### src/hw/rtl/dcrv_pkg.sv
// Shared types, constants and arithmetic helpers for the damped comb reverb vocal path.
package dcrv_pkg;

  localparam int DATA_W      = 24;
  localparam int QUEUE_DEPTH = 2;

  localparam logic [1:0] REG_RUNNING = 2'd0;
  localparam logic [1:0] REG_DEPTH   = 2'd1;
  localparam logic [1:0] REG_LEVEL   = 2'd2;

  localparam logic [16:0] Q15_ONE      = 17'd32768;
  localparam logic [15:0] DEPTH_MAX    = 16'd32768;
  localparam logic [15:0] BYPASS_DEPTH = 16'd656;

  localparam logic [14:0] K_LOWPASS  = 15'd23593;
  localparam logic [14:0] K_WET      = 15'd22938;
  localparam logic [14:0] K_WET_BASE = 15'd1966;
  localparam logic [14:0] K_DRY      = 15'd18022;
  localparam logic [14:0] K_DUCK     = 15'd19661;
  localparam logic [14:0] K_DUCK_BASE = 15'd4915;

  localparam logic signed [17:0] K_DAMP_HOLD = 18'sd20316;
  localparam logic signed [17:0] K_DAMP_IN   = 18'sd12452;
  localparam logic signed [17:0] K_FEEDBACK  = 18'sd24904;

  typedef enum logic [2:0] {
    F_IDLE,
    F_LOWPASS,
    F_WET,
    F_DRY,
    F_KCOEF,
    F_DUCK,
    F_PUSH
  } f_state_t;

  typedef enum logic [3:0] {
    B_IDLE,
    B_LOWPASS,
    B_DUCK,
    B_SEND,
    B_DAMP,
    B_CELL,
    B_FEEDBACK,
    B_DRY,
    B_LEVEL
  } b_state_t;

  typedef struct packed {
    logic                     stopped;
    logic                     bypass;
    logic signed [DATA_W-1:0] sample;
    logic [16:0]              a_lp;
    logic [14:0]              wet_amt;
    logic [16:0]              dry_amt;
    logic [16:0]              duck_v;
  } item_t;

  function automatic logic [11:0] line_length(input logic [1:0] sel);
    logic [11:0] len;
    unique case (sel)
      2'd0:    len = 12'd1687;
      2'd1:    len = 12'd1601;
      2'd2:    len = 12'd2053;
      default: len = 12'd2251;
    endcase
    return len;
  endfunction

  function automatic logic signed [DATA_W-1:0] sat24(input logic signed [31:0] x);
    logic signed [DATA_W-1:0] y;
    if (x > 32'sd8388607) begin
      y = 24'sh7FFFFF;
    end else if (x < -32'sd8388608) begin
      y = -24'sh800000;
    end else begin
      y = x[DATA_W-1:0];
    end
    return y;
  endfunction

  function automatic logic signed [15:0] sat16(input logic signed [DATA_W-1:0] x);
    logic signed [15:0] y;
    if (x > 24'sd32767) begin
      y = 16'sh7FFF;
    end else if (x < -24'sd32768) begin
      y = -16'sh8000;
    end else begin
      y = x[15:0];
    end
    return y;
  endfunction

endpackage

### src/hw/rtl/dcrv_queue.sv
// Two-entry queue carrying classified items from the front end to the comb engine.
module dcrv_queue (
  input  logic            clk,
  input  logic            rst,
  input  logic            in_valid,
  output logic            in_ready,
  input  dcrv_pkg::item_t in_item,
  output logic            out_valid,
  input  logic            out_ready,
  output dcrv_pkg::item_t out_item
);

  localparam int PTR_W = $clog2(dcrv_pkg::QUEUE_DEPTH);
  localparam int CNT_W = $clog2(dcrv_pkg::QUEUE_DEPTH + 1);

  dcrv_pkg::item_t slots [dcrv_pkg::QUEUE_DEPTH];

  logic [PTR_W-1:0] wr_ptr;
  logic [PTR_W-1:0] rd_ptr;
  logic [CNT_W-1:0] count;
  logic             push;
  logic             pop;

  assign in_ready  = count != CNT_W'(dcrv_pkg::QUEUE_DEPTH);
  assign out_valid = count != '0;
  assign push      = in_valid & in_ready;
  assign pop       = out_valid & out_ready;
  assign out_item  = slots[rd_ptr];

  always_ff @(posedge clk) begin
    if (rst) begin
      wr_ptr <= '0;
      rd_ptr <= '0;
      count  <= '0;
    end else begin
      if (push) begin
        wr_ptr <= (wr_ptr == PTR_W'(dcrv_pkg::QUEUE_DEPTH - 1)) ? '0 : wr_ptr + 1'b1;
      end
      if (pop) begin
        rd_ptr <= (rd_ptr == PTR_W'(dcrv_pkg::QUEUE_DEPTH - 1)) ? '0 : rd_ptr + 1'b1;
      end
      if (push && !pop) begin
        count <= count + 1'b1;
      end else if (pop && !push) begin
        count <= count - 1'b1;
      end
    end
  end

  always_ff @(posedge clk) begin
    if (push) begin
      slots[wr_ptr] <= in_item;
    end
  end

`ifndef SYNTHESIS
  a_count_bound: assert property (@(posedge clk) disable iff (rst)
    count <= CNT_W'(dcrv_pkg::QUEUE_DEPTH))
    else $error("queue count exceeds depth");

  a_count_push: assert property (@(posedge clk) disable iff (rst)
    (push && !pop) |=> count == $past(count) + 1'b1)
    else $error("queue count did not follow push");
`endif

endmodule

### config.mk
export PLATFORM = sky130hd
export DESIGN_NAME = dcrv_queue
export DESIGN_NICKNAME = d
export VERILOG_FILES = /design/src/hw/rtl/dcrv_pkg.sv /design/src/hw/rtl/dcrv_queue.sv
export SDC_FILE = /design/constraint.sdc
export NUM_CORES = 1
export LEC_CHECK = 0
export ABC_AREA = 0
export ABC_CLOCK_PERIOD_IN_PS = 4600
export BUFFER_PORTS_ARGS = -buffer_cell sky130_fd_sc_hd__buf_2
export CORE_ASPECT_RATIO = 1.1
export CORE_MARGIN = 1
export CORE_UTILIZATION = 45
export CTS_CLUSTER_DIAMETER = 120
export DETAILED_ROUTE_END_ITERATION = 16
export PLACE_DENSITY = 0.7
export SLEW_MARGIN = 0
export SYNTH_ARGS = -nofsm -noshare
export SYNTH_HDL_FRONTEND = slang
export SYNTH_SLANG_ARGS = --single-unit
### constraint.sdc
create_clock -name clk -period 4.6 [get_ports clk]
set_input_delay 0.69 -clock clk [delete_from_list [all_inputs] [get_ports clk]]
set_output_delay 0.69 -clock clk [all_outputs]
set_load 0.03 [all_outputs]
Word-level counts from Yosys, hierarchy flattened
Memory sizes are Yosys's and may differ from the RTL's. A register that Yosys moved wholly into a read port is not among the register bits.
Cells that the tools add are included.

storage, ports and cells
  register bits = 4
  bits in writable memories = 184
  input bits = 96
  output and inout bits = 94
  logic and storage cells = 25
  memories = 1

memories
  memory  depth  bits a word  rd ports  clocked after memory_dff  wr ports  line              source
  slots   2      92           1         1                         1         dcrv_queue.sv:16  dcrv_pkg::item_t slots [dcrv_pkg::QUEUE_DEPTH];

cells by class
  add/sub/neg operators = 4
  eq/ne operators = 1
  multiplexer cells = 8
  bitwise operators = 2
  reduce and logical (&&, ||, !) cells = 6

operators with widths
  kind                                              number
  two-way mux 1 bit                                 6
  two-way mux 2 bit                                 2
  nonzero test 2 bit                                2
  adder 1 bit, second input constant                2
  adder 2 x 1 -> 2 bit, second input constant       1
  AND 1 bit                                         2
  logical AND 1 bit                                 2
  logical NOT 1 bit                                 2
  inequality test 2 bit, second input constant      1
  subtractor 2 x 1 -> 2 bit, second input constant  1

Logic depth before layout (Yosys ltp)
  depth in word-level cells = 6
  depth in mapped cells = 6
  mapped depth without buffers = 6

Least setup slack after synthesis
OpenSTA, ideal clock, no wires.

  path type = register to register
  start point = reg count[0]
  end point = mem slots[1][0] (netlist bit) (enable)
  setup time = 0.462 ns
  arrival = 2.998 ns
  data required time = 4.138 ns
  path slack = 1.140 ns
  cell stages (with the launch flop) = 3
  buffers on the path = 0
  period minus slack after synthesis = 3.460 ns
  cell sequence = dfxtp_1 nand2b_1 and3_1

on the way
  cells in the longest elaborated chain, start to end = 4

ends and longest elaborated chain
  item                                     line              source
  start: declaration                       dcrv_queue.sv:20  logic [CNT_W-1:0] count;
  start signal: assignment                 dcrv_queue.sv:43  count <= count + 1'b1;
  start signal: assignment                 dcrv_queue.sv:45  count <= count - 1'b1;
  inequality test 2 bit                    dcrv_queue.sv:24  assign in_ready = count != CNT_W'(dcrv_pkg::QUEUE_DEPTH);
  named net in_ready                       dcrv_queue.sv:6   output logic in_ready,
  AND 1 bit                                dcrv_queue.sv:26  assign push = in_valid & in_ready;
  two-way mux 1 bit                        dcrv_queue.sv:51  if (push) begin
  two-way mux 1 bit (implied by the code)  dcrv_queue.sv:52  slots[wr_ptr] <= in_item;
  end: declaration                         dcrv_queue.sv:16

The timed path passes the listed nets, and every way through them passes these cells.

==> impl_metrics.yaml <==
critical_path:
  critPathCaptureType: "primary output"
  crit_path_max_fanout: 83
  arrival_ns: 2.41
  reg2reg_depth: 4
  critical_path_class: "reg -> out"
  cp.required_ns: 3.91
  slowest_delay_ns: 1.08
  worstPathCellList: "buf_4 > mux2_2 > buf_2"
  crit_path_top_delay_cell: "dfxtp_4"
  start_kind: "flip-flop"
  regToRegStartpoint: "count[0]"
synthesis:
  synth-simple-area-share_pct: 0.727
  yosys.area.top_type_share_pct: 80.2
  synth_edf_count: 184
  ys_ff_latch: 189
  synth-compound-area-share_pct: 0.436
  synthCells: 310
  syn_area_per_cell_um2: 22.2
  synth_warnings: 0
  synth_top_family_by_area: "multiplexers"
  seq_area_frac_synth_pct: 81.7
  synthMuxAreaShare_pct: 15.0
  synth_xor_area_share_pct: 0.382
  synth_top_cell_by_area: "edfxtp_1"
  synth_flop_cell: "edfxtp_1"
  yosys-top-cells-count: "edfxtp_1 (184), mux2_2 (92), buf_6 (8)"
  synth-adder-area-share_pct: 0.182
  yosys.cell_count.top_type: "edfxtp_1"
  yosysUniqueCellTypes: 19
  syn_nets: 407
  synthArstFlopShare_pct: 0
  synth_area_leaders: "edfxtp_1 (80%), mux2_2 (15%), dfxtp_1 (1.5%), buf_6 (1.3%), xor2_1 (0.38%)"
  synth_area_um2: 6890
pwr:
  p_int_w: 0.00346
  p_seq_share_pct: 45.5
  combPwrFrac_pct: 27.4
  switchingPower_w: 0.00161
  p_leak_nw: 3.19
  irDropWorstVdd_mv: 0.508
  p_clk_share_pct: 27.1
  p_per_area_nw_per_um2: 591
  switching_share_pct: 31.8
floorplanning:
  dieArea_um2: 15800
  design.core.area_um2: 15000
  rows: 47
  die_x_um: 120
  fp.dieH_um: 132
  io-pin-count: 190
  initial_utilization_pct: 45.9
detailed_routing:
  drt-vias-per-instance: 4.88
  drt-pass1-iter-count: 4
  drt-total-wl_um: 12000
  drtIter0Drc: 197
  via_count: 3515
  drc_errors: 0
  wl_per_cell_um: 16.6
  ant_nets: 0
clock_network:
  ctsHoldBuffers: 0
  htreeDepth: 4
  cts.sinks: 189
  clock_latency_ns: 0.42
  ctsRootBufferMaster: "clkbuf_16"
  post_cts_buffers: 0
  cts.path.max_buffers: 2
  cts_tree: "yes"
  path_clk_slew_ns: 0.06
  cts-resized-gates: 0
  numCtsBuffers: 17
cells_and_area:
  drive_gt1_share_pct: 60.2
  multi_input_area_um2: 1160
  syn_to_final_growth_pct: 24.5
  regArea_um2: 5630
  fillers: 1202
  diodes: 0
  nNetsFinal: 609
grt:
  gr-usage-met1_pct: 15.9
  grt_pass1_vias: 3763
  antenna_found_initial: 0
  track_usage_pct: 15.4
  grt_pass1_wl_um: 18200
  grt_start_max_net_pins: 84
  grt_overflow_total: 0
  use_met2_pct: 28.2
  grt-busiest-layer: "met2"
  use_met3_pct: 4.63
worst_hold_path:
  min_path_cells: 1
  worstHoldStart: "in_item[20]"
  hold_class: "in -> reg"
timing:
  fmax_mhz: 323
  hold_viol_final: 0
  timing.setup.tns_ns: 0
  skew_ns: 0.00628
  slew_headroom_pct: 26.5
  drv_slew: 0
  rsz0062_at_grt: "no"
  setup_viol: 0
  post-route-period-util_pct: 67.3
  period_minus_slack_ns: 3.10
  tightest_slew_ns: 1.10
  fin_hold_ws_ns: 0.459
run:
  drv_cap: 0
run_status:
  status: "complete, no violations"
placed_design:
  dp_hpwl_um: 7660
  port_buffers: 189
  routabilityCongestion: 0.699
## critical path: cells and delay by family, from the launching register on
family,cells,cell delay [ns]
buffers and inverters,2,0.52
flip-flops,1,1.08
multiplexers,1,0.35
## logic make-up after synthesis
family,after synthesis
buffers and inverters,11
multiplexers,92
XOR/XNOR,3
adder cells (fa/ha/maj),1
AND/OR/NAND/NOR,9
flip-flops,189
AO/OA/AOI/OAI,5
## cell usage in the layout, fill, tap and decap left out, drive strengths merged, types with 2 or more instances in the layout
master and n:
a21oi 2, clkinv 9, mux2 92, dfxtp 5, edfxtp 184, bufinv 2, clkbuf 19, inv 2
nor2 3, o21ai 2, buf 193, xor2 3
## per-layer routing
layer / wire [µm] / share of wire (%) / vias up
met4: 238 / 2.0 / 0
met2: 6520 / 54 / 129
met1: 4470 / 37 / 1735
met3: 767 / 6.4 / 17
li1: - / - / 1634
met5: 0 / 0 / -
## through the flow
| step | power, W | setup WS, ns | util (%) | area (µm²) | cells |
|---|---|---|---|---|---|
| after global placement | 0.00371 | 1.95 | 53.5 | 8020 | 689 |
| final | 0.00507 | 1.50 | 57.2 | 8570 | 721 |
| after global routing | 0.00526 | 1.35 | 57.2 | 8570 | 721 |
| after floorplan | 0.00339 | 1.14 | - | 6890 | 310 |
| after detailed placement | 0.00375 | 1.89 | 53.5 | 8020 | 689 |
| after CTS | 0.00513 | 1.43 | 57.2 | 8570 | 721 |
## final timing paths
path | end | slack (ns)
max | out_item[86] | 1.50
min | slots[0][20] | 0.46
max reg2reg | slots[0][24] | 2.30
min reg2reg | rd_ptr | 0.51
## final cells by class
type / count / share of cell area [%]
Timing Repair Buffer: 193 / 11.4
Inverter: 1 / 0.0730
Sequential cell: 189 / 65.7
Clock inverter: 13 / 1.44
Tap cell: 196 / 2.86
Clock buffer: 19 / 5.05
Multi-Input combinational cell: 110 / 13.5
## power groups by stage
stage / sequential (W) / combinational [W] / clock (W)
after global placement: 0.00233 / 0.00138 / 0
after CTS: 0.00231 / 0.00141 / 0.00140
after floorplan: 0.00224 / 0.00115 / 0
after global routing: 0.00234 / 0.00146 / 0.00146
after detailed placement: 0.00235 / 0.00140 / 0
final: 0.00230 / 0.00139 / 0.00137
## flip-flops by register name, summed over array words and instances (netlist names), named ones only
register	count
rd_ptr	1
wr_ptr	1
slots	184
count	2
(Power assumes the default switching activity.)
