[src/hw/rtl/dcrv_pkg.sv]
// Shared types, constants and arithmetic helpers for the damped comb reverb vocal path.
package dcrv_pkg;

  localparam int DATA_W      = 24;
  localparam int QUEUE_DEPTH = 2;

  localparam logic [1:0] REG_RUNNING = 2'd0;
  localparam logic [1:0] REG_DEPTH   = 2'd1;
  localparam logic [1:0] REG_LEVEL   = 2'd2;

  localparam logic [16:0] Q15_ONE      = 17'd32768;
  localparam logic [15:0] DEPTH_MAX    = 16'd32768;
  localparam logic [15:0] BYPASS_DEPTH = 16'd656;

  localparam logic [14:0] K_LOWPASS  = 15'd23593;
  localparam logic [14:0] K_WET      = 15'd22938;
  localparam logic [14:0] K_WET_BASE = 15'd1966;
  localparam logic [14:0] K_DRY      = 15'd18022;
  localparam logic [14:0] K_DUCK     = 15'd19661;
  localparam logic [14:0] K_DUCK_BASE = 15'd4915;

  localparam logic signed [17:0] K_DAMP_HOLD = 18'sd20316;
  localparam logic signed [17:0] K_DAMP_IN   = 18'sd12452;
  localparam logic signed [17:0] K_FEEDBACK  = 18'sd24904;

  typedef enum logic [2:0] {
    F_IDLE,
    F_LOWPASS,
    F_WET,
    F_DRY,
    F_KCOEF,
    F_DUCK,
    F_PUSH
  } f_state_t;

  typedef enum logic [3:0] {
    B_IDLE,
    B_LOWPASS,
    B_DUCK,
    B_SEND,
    B_DAMP,
    B_CELL,
    B_FEEDBACK,
    B_DRY,
    B_LEVEL
  } b_state_t;

  typedef struct packed {
    logic                     stopped;
    logic                     bypass;
    logic signed [DATA_W-1:0] sample;
    logic [16:0]              a_lp;
    logic [14:0]              wet_amt;
    logic [16:0]              dry_amt;
    logic [16:0]              duck_v;
  } item_t;

  function automatic logic [11:0] line_length(input logic [1:0] sel);
    logic [11:0] len;
    unique case (sel)
      2'd0:    len = 12'd1687;
      2'd1:    len = 12'd1601;
      2'd2:    len = 12'd2053;
      default: len = 12'd2251;
    endcase
    return len;
  endfunction

  function automatic logic signed [DATA_W-1:0] sat24(input logic signed [31:0] x);
    logic signed [DATA_W-1:0] y;
    if (x > 32'sd8388607) begin
      y = 24'sh7FFFFF;
    end else if (x < -32'sd8388608) begin
      y = -24'sh800000;
    end else begin
      y = x[DATA_W-1:0];
    end
    return y;
  endfunction

  function automatic logic signed [15:0] sat16(input logic signed [DATA_W-1:0] x);
    logic signed [15:0] y;
    if (x > 24'sd32767) begin
      y = 16'sh7FFF;
    end else if (x < -24'sd32768) begin
      y = -16'sh8000;
    end else begin
      y = x[15:0];
    end
    return y;
  endfunction

endpackage

[src/hw/rtl/dcrv_front.sv]
// Front end: accepts samples, saturates depth and envelope, derives per-item coefficients.
module dcrv_front #(
  parameter int SAMPLE_WIDTH = 16
) (
  input  logic                    clk,
  input  logic                    rst,
  input  logic                    running,
  input  logic [15:0]             depth,
  input  logic                    in_valid,
  output logic                    in_ready,
  input  logic [SAMPLE_WIDTH-1:0] vocal_sample,
  input  logic [15:0]             kick_envelope,
  output logic                    q_valid,
  input  logic                    q_ready,
  output dcrv_pkg::item_t         q_item
);

  dcrv_pkg::f_state_t state, state_next;
  dcrv_pkg::item_t    item;

  logic [15:0] d_sat;
  logic [15:0] env_sat;
  logic [14:0] kcoef;

  logic [14:0] fa;
  logic [15:0] fb;
  logic [30:0] fprod;
  logic [31:0] fsum;
  logic [16:0] fr;

  always_ff @(posedge clk) begin
    if (rst) begin
      state <= dcrv_pkg::F_IDLE;
    end else begin
      state <= state_next;
    end
  end

  always_comb begin
    state_next = state;
    in_ready   = 1'b0;
    q_valid    = 1'b0;
    fa         = dcrv_pkg::K_LOWPASS;
    fb         = d_sat;
    unique case (state)
      dcrv_pkg::F_IDLE: begin
        in_ready = 1'b1;
        if (in_valid) begin
          state_next = running ? dcrv_pkg::F_LOWPASS : dcrv_pkg::F_PUSH;
        end
      end
      dcrv_pkg::F_LOWPASS: begin
        state_next = dcrv_pkg::F_WET;
      end
      dcrv_pkg::F_WET: begin
        fa         = dcrv_pkg::K_WET;
        state_next = dcrv_pkg::F_DRY;
      end
      dcrv_pkg::F_DRY: begin
        fa         = dcrv_pkg::K_DRY;
        state_next = dcrv_pkg::F_KCOEF;
      end
      dcrv_pkg::F_KCOEF: begin
        fa         = dcrv_pkg::K_DUCK;
        state_next = dcrv_pkg::F_DUCK;
      end
      dcrv_pkg::F_DUCK: begin
        fa         = kcoef;
        fb         = env_sat;
        state_next = dcrv_pkg::F_PUSH;
      end
      dcrv_pkg::F_PUSH: begin
        q_valid = 1'b1;
        if (q_ready) begin
          state_next = dcrv_pkg::F_IDLE;
        end
      end
      default: state_next = dcrv_pkg::F_IDLE;
    endcase
  end

  assign fprod = 31'(fa) * 31'(fb);
  assign fsum  = 32'(fprod) + 32'd16384;
  assign fr    = fsum[31:15];

  always_ff @(posedge clk) begin
    unique case (state)
      dcrv_pkg::F_IDLE: begin
        if (in_valid) begin
          item.stopped <= ~running;
          item.sample  <= dcrv_pkg::DATA_W'(signed'(vocal_sample));
          item.bypass  <= (depth > dcrv_pkg::DEPTH_MAX ? dcrv_pkg::DEPTH_MAX : depth)
                          < dcrv_pkg::BYPASS_DEPTH;
          d_sat        <= depth > dcrv_pkg::DEPTH_MAX ? dcrv_pkg::DEPTH_MAX : depth;
          env_sat      <= kick_envelope > dcrv_pkg::DEPTH_MAX ? dcrv_pkg::DEPTH_MAX
                                                              : kick_envelope;
        end
      end
      dcrv_pkg::F_LOWPASS: item.a_lp    <= dcrv_pkg::Q15_ONE - fr;
      dcrv_pkg::F_WET:     item.wet_amt <= 15'(fr + 17'(dcrv_pkg::K_WET_BASE));
      dcrv_pkg::F_DRY:     item.dry_amt <= dcrv_pkg::Q15_ONE - fr;
      dcrv_pkg::F_KCOEF:   kcoef        <= 15'(fr + 17'(dcrv_pkg::K_DUCK_BASE));
      dcrv_pkg::F_DUCK:    item.duck_v  <= dcrv_pkg::Q15_ONE - fr;
      default: ;
    endcase
  end

  assign q_item = item;

endmodule

[config.mk]
export PLATFORM = sky130hd
export DESIGN_NAME = dcrv_front
export DESIGN_NICKNAME = d
export VERILOG_FILES = /design/src/hw/rtl/dcrv_pkg.sv /design/src/hw/rtl/dcrv_front.sv
export SDC_FILE = /design/constraint.sdc
export NUM_CORES = 1
export LEC_CHECK = 0
export ABC_CLOCK_PERIOD_IN_PS = 13900
export BUFFER_PORTS_ARGS = -buffer_cell sky130_fd_sc_hd__buf_2
export CORE_UTILIZATION = 50
export CTS_BUF_LIST = sky130_fd_sc_hd__clkbuf_4 sky130_fd_sc_hd__clkbuf_8
export DETAILED_ROUTE_END_ITERATION = 8
export PLACE_DENSITY = 0.7
export SYNTH_ARGS = -nofsm -noshare
export SYNTH_HDL_FRONTEND = slang
export SYNTH_SLANG_ARGS = --single-unit
[constraint.sdc]
create_clock -name clk -period 13.9 [get_ports clk]
set_input_delay 2.78 -clock clk [delete_from_list [all_inputs] [get_ports clk]]
set_output_delay 2.78 -clock clk [all_outputs]
set_load 0.05 [all_outputs]
======== Yosys cells after proc, flatten, opt, wreduce, memory -nomap -nowiden ========
Index checks and enable logic that the tools add are counted.
operators by class
  $add $sub $neg .......................... 4
  multiply operators ...................... 1
  divide/modulo/power cells ............... 0
  magnitude comparators ................... 3
  equality and inequality tests ........... 8
  shift operators ......................... 0
  multiplexer cells ....................... 9
  bitwise operators ....................... 1
  reduce and logical (&&, ||, !) cells .... 3
operators with widths
  kind                      number
  $pmux W15 S4              1
  $add A31 B15 Y32 const B  1
  $gt A16 B16 Y1 const B    2
  $mux W16                  2
  $mul A15 B16 Y31          1
  $pmux W3 S7               1
  $sub A16 B17 Y17 const A  1
  $lt A16 B10 Y1 const B    1
  $add A15 B11 Y15 const B  1
  $add A15 B13 Y15 const B  1
  $eq A3 B3 Y1 const B      3
  $mux W3                   3
  $eq A3 B2 Y1 const B      2
  $ne A2 B2 Y1 const B      2
  $reduce_and A2 Y1         2
  $eq A3 B1 Y1 const B      1
  $logic_not A3 Y1          1
  $mux W1                   2
  $not A1 Y1                1
word-level totals
  flip-flop bits (word level) ............. 134
  latch bits .............................. 0
  RAM bits ................................ 0
  ROM bits ................................ 0
  bits of input ports ..................... 53
  output and inout port bits .............. 94
  word-level logic and storage cells ...... 40
  memories kept ........................... 0

======== Longest topological paths before layout ========
Gate-level depths: netlist of run 1.
  depth in word-level cells ............... 5
  gate-level depth with buffers ........... 36
  gate-level depth less buffers ........... 32

======== Worst setup path after synthesis of run 1 ========
Ideal clock, no wire load.
  kind .................................... flip-flop to flip-flop
  from .................................... reg state[2]
  to ...................................... reg item (netlist bit q_item[16]) (data pin)
  library setup time ...................... 269 ps
  arrival time ............................ 8668 ps
  data required time ...................... 13631 ps
  slack ................................... 4963 ps
  stages on the path, launching flop included .. 31
  path buffers ............................ 2
  clock period less this slack ............ 8937 ps
  cells stage by stage .................... dfxtp_1 > clkbuf_1 > nand2b_1 > nor2_1 > a21o_1 > clkbuf_1 > nor2_1 > fa_1 > inv_1 > fa_1 > inv_1 > fa_1 > inv_1 > fa_1 > inv_1 > fa_1 > inv_1 > fa_1 > inv_1 > ha_1 > nand4_1 > or4_1 > nand3_1 > xnor2_1 > ha_1 > o211ai_1 > or4_4 > and4bb_1 > o21bai_1 > a211o_1 > xnor2_1
between the ends
  word-level cells in the longest chain between the ends .. 5
  elaborated cells between the ends (all ways) .. 9
  those cells by class .................... 2 x add/sub; 1 x mul; 4 x eq/ne; 2 x mux
ends and longest elaborated chain
  what                                                 line               text
  start, declared                                      dcrv_front.sv:18   dcrv_pkg::f_state_t state, state_next;
  start signal, assigned                               dcrv_front.sv:33   state <= dcrv_pkg::F_IDLE;
  start signal, assigned                               dcrv_front.sv:35   state <= state_next;
  $eq A3 B3 Y1 / $eq A3 B2 Y1 (equally long branches)  dcrv_front.sv:45   unique case (state)
  $pmux W15 S4 / $mux W16 (equally long branches)      dcrv_front.sv:45
  $mul A15 B16 Y31 *                                   dcrv_front.sv:82   assign fprod = 31'(fa) * 31'(fb);
  $add A31 B15 Y32 *                                   dcrv_front.sv:83   assign fsum = 32'(fprod) + 32'd16384;
  $sub A16 B17 Y17 *                                   dcrv_front.sv:103  dcrv_pkg::F_DUCK: item.duck_v <= dcrv_pkg::Q15_ONE - fr;
  end, declared                                        dcrv_front.sv:19   dcrv_pkg::item_t item;
Every way passes the cells marked *; elsewhere a longest branch is shown, timed or not.
A chain may end at the register's enable or synchronous reset.

======== Worst setup path after layout of run 1 ========
  from .................................... reg state[2]
  to ...................................... reg item (netlist bit q_item[33]) (data pin)
between the ends
  word-level cells in the longest chain between the ends .. 5
  elaborated cells between the ends (all ways) .. 9
  those cells by class .................... 2 x add/sub; 1 x mul; 4 x eq/ne; 2 x mux
ends and longest elaborated chain
  what                                                 line               text
  $eq A3 B3 Y1 / $eq A3 B2 Y1 (equally long branches)  dcrv_front.sv:45
  $pmux W15 S4 / $mux W16 (equally long branches)      dcrv_front.sv:45
  $mul A15 B16 Y31 *                                   dcrv_front.sv:82
  $add A31 B15 Y32 *                                   dcrv_front.sv:83
  $sub A16 B17 Y17 *                                   dcrv_front.sv:101  dcrv_pkg::F_DRY: item.dry_amt <= dcrv_pkg::Q15_ONE - fr;
Marks and branches as above.

==> flow_summary.json, run 1 <==
{
  "synth_seq_cells": 134,
  "route.detailed.drc": 0,
  "routed_via_density": 5.579,
  "synth-edff-count": 131,
  "cts_buffers": 17,
  "wl_per_cell_um": 19.36,
  "hp-class": "flip-flop to flip-flop",
  "post_cts_resize_count": 0,
  "final_cell_mix": "231 x nand2_1, 226 x inv_1, 181 x fa_1, 146 x buf_2, 132 x nor2_1",
  "syn_avg_cell_area_um2": 9.924,
  "hold_depth": 2,
  "wl_met2_mm": 17.90,
  "status": "finished, final reports clean",
  "synth_seq_area_share_pct": 29.04,
  "r2r-start": "state[2]",
  "top_layer_used": "met4",
  "crit_top_cell": "fa_1",
  "track_usage_pct": 26.61,
  "hold_start": "state[2]",
  "min_to": "state[2]",
  "setup_viol": 0,
  "rsz0062_at_grt": "no",
  "io_buffer_count": 146,
  "start_util_pct": 51.04,
  "period_minus_slack_ns": 10.96,
  "r2r_cells": 28,
  "core_area_mm2": 0.02695,
  "grt_max_degree": 50,
  "first_pass_iters": 5,
  "worstSetupPathType": "flip-flop to flip-flop",
  "slew_headroom_pct": 23.61,
  "slowest_delay_ns": 0.83,
  "antenna_found_initial": 0,
  "place_area_mm2": 0.01485,
  "die_h_um": 167.9,
  "nFillCells": 2383,
  "design_area_mm2": 0.01524,
  "synth_warnings": 0,
  "nNetsFinal": 1871,
  "ant_nets": 0,
  "numClockSinks": 134,
  "slew_violations": 0,
  "num_antenna_cells": 0,
  "fmax_ghz": 0.09127,
  "max_slew.worst_pin.slew_ns": 1.142,
  "multi_input_area_mm2": 0.008707,
  "fp-row-count": 60,
  "worstPathRequired_ns": 14.11,
  "synth.distinct_cells": 73,
  "syn-num-nets": 1733,
  "post_cts_buffers": 0,
  "htreeDepth": 4,
  "vias": 10478,
  "crit_family": "adder cells",
  "ios": 147,
  "syn-instance-count": 1386,
  "clkLatencyLatePin_ns": 0.49,
  "layout.area.seq_mm2": 0.003994,
  "hold_buffers": 0,
  "finalCritPeriodShare_pct": 78.83,
  "mappedNetlistArea_mm2": 0.01375,
  "route.met3.wl_mm": 2.856,
  "tns_ns": 0,
  "r2r-end": "q_item[33]",
  "syn2layout_area_growth_pct": 10.80,
  "drive_gt1_share_pct": 13.99,
  "async_flop_share_pct": 0,
  "cp_num_buf_inv": 5,
  "crit_arrival_ns": 11.17,
  "clockBufferDepth": 2,
  "drtIter0Drc": 769,
  "tritoncts": "built",
  "hpwl_mm": 29.00,
  "grt_pass1_wl_mm": 56.64,
  "dieArea_mm2": 0.02818,
  "met1_length_mm": 14.57,
  "clk_pin_slew_worst_paths_ns": 0.09,
  "gr-total-overflow": 0,
  "hold_violations": 0,
  "crit_fanout": 45,
  "ys.flop_type": "edfxtp_1",
  "reg2reg_slack_ns": 2.94,
  "critPathCaptureType": "flip-flop",
  "max-cap-violations": 0,
  "chipWidth_um": 167.9,
  "crit_path_start_kind": "flip-flop",
  "layout_commonest_cell": "nand2_1",
  "drt_wl_total_mm": 36.35,
  "skew_ns": 0.02199,
  "root_buffer": "clkbuf_8",
  "grt_pass1_vias": 10648,
  "gp_congestion": 0.9396,
  "slowest_stage": "xnor2_1"
}
[logic make-up after synthesis]
| family | count (synthesis) | synth area share, % |
|---|---|---|
| adder cells (fa/ha/maj) | 294 | 36.62 |
| AND/OR/NAND/NOR | 484 | 15.55 |
| AO/OA/AOI/OAI | 137 | 6.786 |
| multiplexers | 16 | 1.173 |
| buffers and inverters | 273 | 7.723 |
| XOR/XNOR | 48 | 3.111 |
| flip-flops | 134 | 29.04 |
[metal layers]
layer	track usage [%]	up-vias
met1	34.26	5194
met3	5.101	79
met5	0	-
met2	44.62	470
li1	-	4735
met4	10.01	0
[worst reg2reg max path, delay by kind of cell (launching register included)]
family                   cells  cell delay, ns
AND/OR/NAND/NOR              7            2.67
flip-flops                   1            0.59
buffers and inverters        5            1.22
XOR/XNOR                     2            0.98
AO/OA/AOI/OAI                7            1.78
adder cells (fa/ha/maj)      7            3.45
[stage by stage]
stage | worst slack (ns) | utilization [%] | cells | hold slack [ns]
final | 2.943 | 56.55 | 1878 | 0.7123
after global routing | 2.318 | 56.55 | 1878 | 0.7447
after CTS | 3.071 | 56.55 | 1878 | 0.6901
after detailed placement | 3.102 | 55.11 | 1846 | 0.6782
after global placement | 3.298 | 55.11 | 1846 | 0.6458
after floorplan | 4.963 | - | 1386 | 0.5828
[flip-flops by register name (all words and copies together) (netlist names)]
name / flops
kcoef: 15
env_sat: 16
state: 3
q_item: 84
d_sat: 16
[synth_stat cells, types with 7 or more instances]
cell type,count,area [um2]
o21ai_0,25,125.1
a21o_1,12,90.09
buf_4,8,60.06
o21a_1,8,60.06
a21oi_1,39,195.2
edfxtp_1,131,3934
nor3_1,14,70.07
nand2b_1,7,43.79
nor2_1,133,499.2
nor4_1,8,50.05
nor2b_1,32,200.2
fa_1,181,3623
nand3_1,7,35.03
xor2_1,12,105.1
xnor2_1,35,306.5
o211ai_1,7,52.55
inv_1,226,848.3
nand2_1,231,867.1
and2_1,10,62.56
ha_1,113,1414
mux2i_1,15,150.1
and3_1,14,87.58
clkbuf_1,33,123.9
[area by class of cell]
type / count / share of cell area, %
Multi-Input combinational cell: 979 / 57.13
Sequential cell: 134 / 26.21
Timing Repair Buffer: 165 / 5.731
Inverter: 227 / 5.591
Tap cell: 341 / 2.800
Clock buffer: 17 / 1.535
Clock inverter: 15 / 1.002
[worst max path at each step]
| stage | start | endpoint | slack (ns) | depth (start not counted) |
|---|---|---|---|---|
| floorplan | state[2] | q_item[16] | 4.96 | 30 |
| detailed placement | state[2] | q_item[16] | 3.10 | 27 |
| global placement | state[2] | q_item[16] | 3.30 | 27 |
| CTS | state[2] | q_item[33] | 3.07 | 27 |
| finish | state[2] | q_item[33] | 2.94 | 28 |
| global route | state[2] | q_item[33] | 2.32 | 28 |
Power of run 1 is left out: the tool's default activity adds up to more than one toggle a clock period on the data nets, which glitch-free logic cannot reach.
==> run 2, diff against run 1 <==
--- a/config.mk
+++ b/config.mk
@@ -5,7 +5,7 @@
 export SDC_FILE = /design/constraint.sdc
 export NUM_CORES = 1
 export LEC_CHECK = 0
-export ABC_CLOCK_PERIOD_IN_PS = 13900
+export ABC_CLOCK_PERIOD_IN_PS = 11100
 export BUFFER_PORTS_ARGS = -buffer_cell sky130_fd_sc_hd__buf_2
 export CORE_UTILIZATION = 50
 export CTS_BUF_LIST = sky130_fd_sc_hd__clkbuf_4 sky130_fd_sc_hd__clkbuf_8
==> constraint.sdc (replaced) <==
create_clock -name clk -period 11.1 [get_ports clk]
set_input_delay 2.22 -clock clk [delete_from_list [all_inputs] [get_ports clk]]
set_output_delay 2.22 -clock clk [all_outputs]
set_load 0.05 [all_outputs]
==> flow_summary.json, run 2 (synthesis gave the netlist of run 1 again) <==
{
  "tritoncts": "built",
  "min_to": "state[1]",
  "slowest_delay_ns": 0.60,
  "layout_commonest_cell": "nand2_1",
  "post_cts_resize_count": 0,
  "r2r-start": "state[2]",
  "dieArea_mm2": 0.02818,
  "finalCritPeriodShare_pct": 91.65,
  "fp-row-count": 60,
  "first_pass_iters": 6,
  "fmax_ghz": 0.09830,
  "route.detailed.drc": 0,
  "crit_top_cell": "fa_1",
  "finalWorstSetupSlack_ns": 0.9272,
  "drt_wl_total_mm": 35.95,
  "antenna_found_initial": 0,
  "slowest_stage": "or4_4",
  "crit_path_start": "state[2]",
  "drtIter0Drc": 821,
  "max_slew.worst_pin.slew_ns": 1.209,
  "tns_ns": 0,
  "routed_via_density": 5.529,
  "hold_depth": 2,
  "hp-class": "flip-flop to flip-flop",
  "start_util_pct": 51.04,
  "worstPathRequired_ns": 11.31,
  "rsz0062_at_grt": "no",
  "crit_fanout": 33,
  "crit_arrival_ns": 10.38,
  "status": "finished, final reports clean",
  "ant_nets": 0,
  "nFillCells": 2378,
  "critPathCaptureType": "flip-flop",
  "vias": 10412,
  "crit_family": "adder cells",
  "ios": 147,
  "grt_pass1_vias": 10549,
  "post_cts_buffers": 0,
  "period_minus_slack_ns": 10.17,
  "root_buffer": "clkbuf_8",
  "hold_start": "state[1]",
  "reg2reg_slack_ns": 0.93,
  "io_buffer_count": 146,
  "grt_max_degree": 50,
  "place_area_mm2": 0.01489,
  "num_antenna_cells": 0,
  "design_area_mm2": 0.01526,
  "numClockSinks": 134,
  "dp_slack_ns": 1.069,
  "slew_headroom_pct": 19.31,
  "htreeDepth": 4,
  "core_area_mm2": 0.02695,
  "r2r-end": "q_item[33]",
  "timing.hold.ws_ns": 0.6932,
  "crit_path_start_kind": "flip-flop",
  "gp_congestion": 0.9723,
  "syn2layout_area_growth_pct": 10.95,
  "largest_reg_flops": 84,
  "hold_buffers": 0,
  "track_usage_pct": 26.55,
  "slew_violations": 0,
  "clockBufferDepth": 2,
  "clk_pin_slew_worst_paths_ns": 0.10,
  "skew_ns": 0.01835,
  "max-cap-violations": 0,
  "final_cell_mix": "231 x nand2_1, 226 x inv_1, 181 x fa_1, 146 x buf_2, 132 x nor2_1",
  "setup_viol": 0,
  "gr-total-overflow": 0,
  "wl_per_cell_um": 19.09,
  "clkLatencyLatePin_ns": 0.48,
  "worstSetupPathType": "flip-flop to flip-flop",
  "grt_pass1_wl_mm": 56.74,
  "chipWidth_um": 167.9,
  "die_h_um": 167.9,
  "hpwl_mm": 29.01,
  "hold_violations": 0,
  "r2r_cells": 29,
  "cp_num_buf_inv": 6,
  "drive_gt1_share_pct": 14.27,
  "nNetsFinal": 1876,
  "cts_buffers": 17
}
[run 2: how the worst max path moves through the flow]
| stage | slack, ns | depth (start not counted) | to |
|---|---|---|---|
| 6_report | 0.93 | 29 | q_item[33] |
| 5_1_grt | 0.39 | 30 | q_item[33] |
| 4_1_cts | 1.01 | 30 | q_item[33] |
| 3_5_place_dp | 1.07 | 30 | q_item[16] |
| 3_3_place_gp | 1.33 | 30 | q_item[16] |
| 2_1_floorplan | 2.16 | 30 | q_item[16] |
[run 2: worst reg2reg max path: cells and delay by family, from the launching register on]
| family | cells | cell delay, ns |
|---|---|---|
| adders and majority gates | 8 | 3.67 |
| and+or+nand+nor | 6 | 2.15 |
| AOI/OAI and AO/OA | 7 | 1.91 |
| buffers and inverters | 6 | 1.21 |
| DFF | 1 | 0.59 |
| xor gates and xnor gates | 2 | 0.36 |
[run 2: final cells by class]
| type | instances | area [um2] | area share (%) |
|---|---|---|---|
| Multi-Input combinational cell | 979 | 8707 | 57.05 |
| Sequential cell | 134 | 3994 | 26.17 |
| Inverter | 227 | 852.1 | 5.583 |
| Clock buffer | 17 | 234.0 | 1.533 |
| Clock inverter | 15 | 136.4 | 0.8937 |
| Timing Repair Buffer | 170 | 910.9 | 5.969 |
| Tap cell | 341 | 426.7 | 2.796 |
[run 2: through the flow]
stage	util (%)	std cells
after global routing	56.62	1883
after global placement	55.25	1851
final	56.62	1883
after floorplan	-	1386
after detailed placement	55.25	1851
after CTS	56.62	1883
[run 2: per-layer routing]
metal,track usage [%],up-vias,part of all wire (%)
li1,-,4735,-
met1,34.74,5177,41
met2,43.80,422,49
met4,9.813,0,3.0
met5,0,-,0
met3,5.266,78,7.3
Power of run 2 is left out for the same reason.
==> run 3, diff against run 2 <==
--- a/config.mk
+++ b/config.mk
@@ -7,10 +7,9 @@
 export LEC_CHECK = 0
 export ABC_CLOCK_PERIOD_IN_PS = 11100
 export BUFFER_PORTS_ARGS = -buffer_cell sky130_fd_sc_hd__buf_2
-export CORE_UTILIZATION = 50
+export CORE_UTILIZATION = 35
 export CTS_BUF_LIST = sky130_fd_sc_hd__clkbuf_4 sky130_fd_sc_hd__clkbuf_8
 export DETAILED_ROUTE_END_ITERATION = 8
-export PLACE_DENSITY = 0.7
 export SYNTH_ARGS = -nofsm -noshare
 export SYNTH_HDL_FRONTEND = slang
 export SYNTH_SLANG_ARGS = --single-unit
==> flow_summary.json, run 3 (synthesis gave the netlist of run 1 again) <==
{
  "finalNonFillerCells": 2062,
  "drtIter0Drc": 627,
  "tritoncts": "built",
  "gp_congestion": 0.9203,
  "ios": 147,
  "cts_buffers": 17,
  "numClockSinks": 134,
  "drt_wl_total_mm": 37.45,
  "crit_fanout": 43,
  "fmax_ghz": 0.1001,
  "skew_ns": 0.01681,
  "max-cap-violations": 0,
  "hold_buffers": 0,
  "endpoint": "q_item[65]",
  "final_cell_mix": "231 x nand2_1, 226 x inv_1, 181 x fa_1, 146 x buf_2, 132 x nor2_1",
  "track_usage_pct": 19.25,
  "dieArea_mm2": 0.04010,
  "r2r-end": "q_item[65]",
  "hold_violations": 0,
  "worstSetupPathType": "flip-flop to flip-flop",
  "placedCellCount": 2028,
  "slowest_stage": "xnor2_1",
  "slew_headroom_pct": 18.54,
  "top_layer_used": "met4",
  "period_minus_slack_ns": 9.991,
  "wl_per_cell_um": 18.16,
  "syn2layout_area_growth_pct": 12.95,
  "first_pass_iters": 5,
  "vias": 10319,
  "drive_gt1_share_pct": 14.32,
  "largest_reg_flops": 84,
  "root_buffer": "clkbuf_8",
  "design_area_mm2": 0.01554,
  "max_slew.worst_pin.slew_ns": 1.214,
  "start_util_pct": 35.51,
  "die_h_um": 200.2,
  "clkLatencyLatePin_ns": 0.50,
  "dp_slack_ns": 1.167,
  "htreeDepth": 4,
  "post_cts_buffers": 0,
  "r2r-start": "state[2]",
  "reg2reg_slack_ns": 1.11,
  "place_area_mm2": 0.01511,
  "tns_ns": 0,
  "crit_top_cell": "fa_1",
  "worstPathRequired_ns": 11.33,
  "crit_arrival_ns": 10.22,
  "wl_met2_mm": 18.91,
  "ant_nets": 0,
  "status": "finished, final reports clean",
  "route.detailed.drc": 0,
  "gr-total-overflow": 0,
  "chipWidth_um": 200.2,
  "hpwl_mm": 29.85,
  "routed_via_density": 5.004,
  "setup_viol": 0,
  "hp-class": "flip-flop to flip-flop",
  "critPathCaptureType": "flip-flop",
  "finalCritPeriodShare_pct": 90.01,
  "r2r_cells": 28,
  "clockBufferDepth": 2,
  "grt_pass1_wl_mm": 58.35,
  "slowest_delay_ns": 0.64,
  "grt_max_degree": 49,
  "layout_commonest_cell": "nand2_1",
  "hold_depth": 2,
  "met1_length_mm": 15.43,
  "finalWorstSetupSlack_ns": 1.109,
  "clk_pin_slew_worst_paths_ns": 0.09,
  "core_area_mm2": 0.03874,
  "post_cts_resize_count": 0,
  "grt_pass1_vias": 10525,
  "crit_path_start": "state[2]",
  "crit_path_start_kind": "flip-flop",
  "antenna_found_initial": 0,
  "fp-row-count": 72,
  "io_buffer_count": 146,
  "rsz0062_at_grt": "no",
  "nNetsFinal": 1877,
  "slew_violations": 0,
  "route.met3.wl_mm": 1.922
}
run 3: cell types whose count changed in the layout (fill, tap and decap cells not counted), sizes merged:
cell / previous run / this run
diode: 0 / 1
buf: 170 / 171
clkinvlp: 1 / 0
inv: 236 / 237
clkinv: 5 / 4
bufinv: 0 / 1
run 3: worst min-delay path by stage:
stage	start	to	slack, ns
finish	state[1]	state[1]	0.71
global route	state[1]	state[1]	0.73
CTS	state[1]	state[1]	0.68
detailed placement	state[1]	state[1]	0.67
global placement	state[1]	state[1]	0.63
floorplan	state[1]	state[1]	0.58
run 3: cell type report:
cell class	count	area (um2)
Sequential cell	134	3994
Clock buffer	17	234.0
Tap cell	518	648.1
Inverter	227	852.1
Fill cell	3896	23200
Timing Repair Buffer	171	922.1
Multi-Input combinational cell	979	8707
Antenna cell	1	2.502
Clock inverter	15	176.4
run 3: routing by layer:
layer	global-route usage, %	vias up
met5	0	-
met4	8.132	0
met3	3.124	62
met2	32.75	312
met1	24.19	5193
li1	-	4752
run 3: per-stage QoR:
step | utilization, % | hold WS, ns
3_5_place_dp | 39.01 | 0.6740
6_report | 40.11 | 0.7120
5_1_grt | 40.10 | 0.7257
2_1_floorplan | - | 0.5828
4_1_cts | 40.07 | 0.6818
3_3_place_gp | 39.01 | 0.6336
run 3: critical path, delay by kind of cell (launching register included):
family / cells / cell delay (ns)
compound gates: 6 / 1.21
xor+xnor: 2 / 0.79
fa+ha+maj: 8 / 3.81
buf+inv: 5 / 0.83
flops: 1 / 0.58
mux: 1 / 0.58
simple gates: 6 / 1.88
Power of run 3 is left out for the same reason.
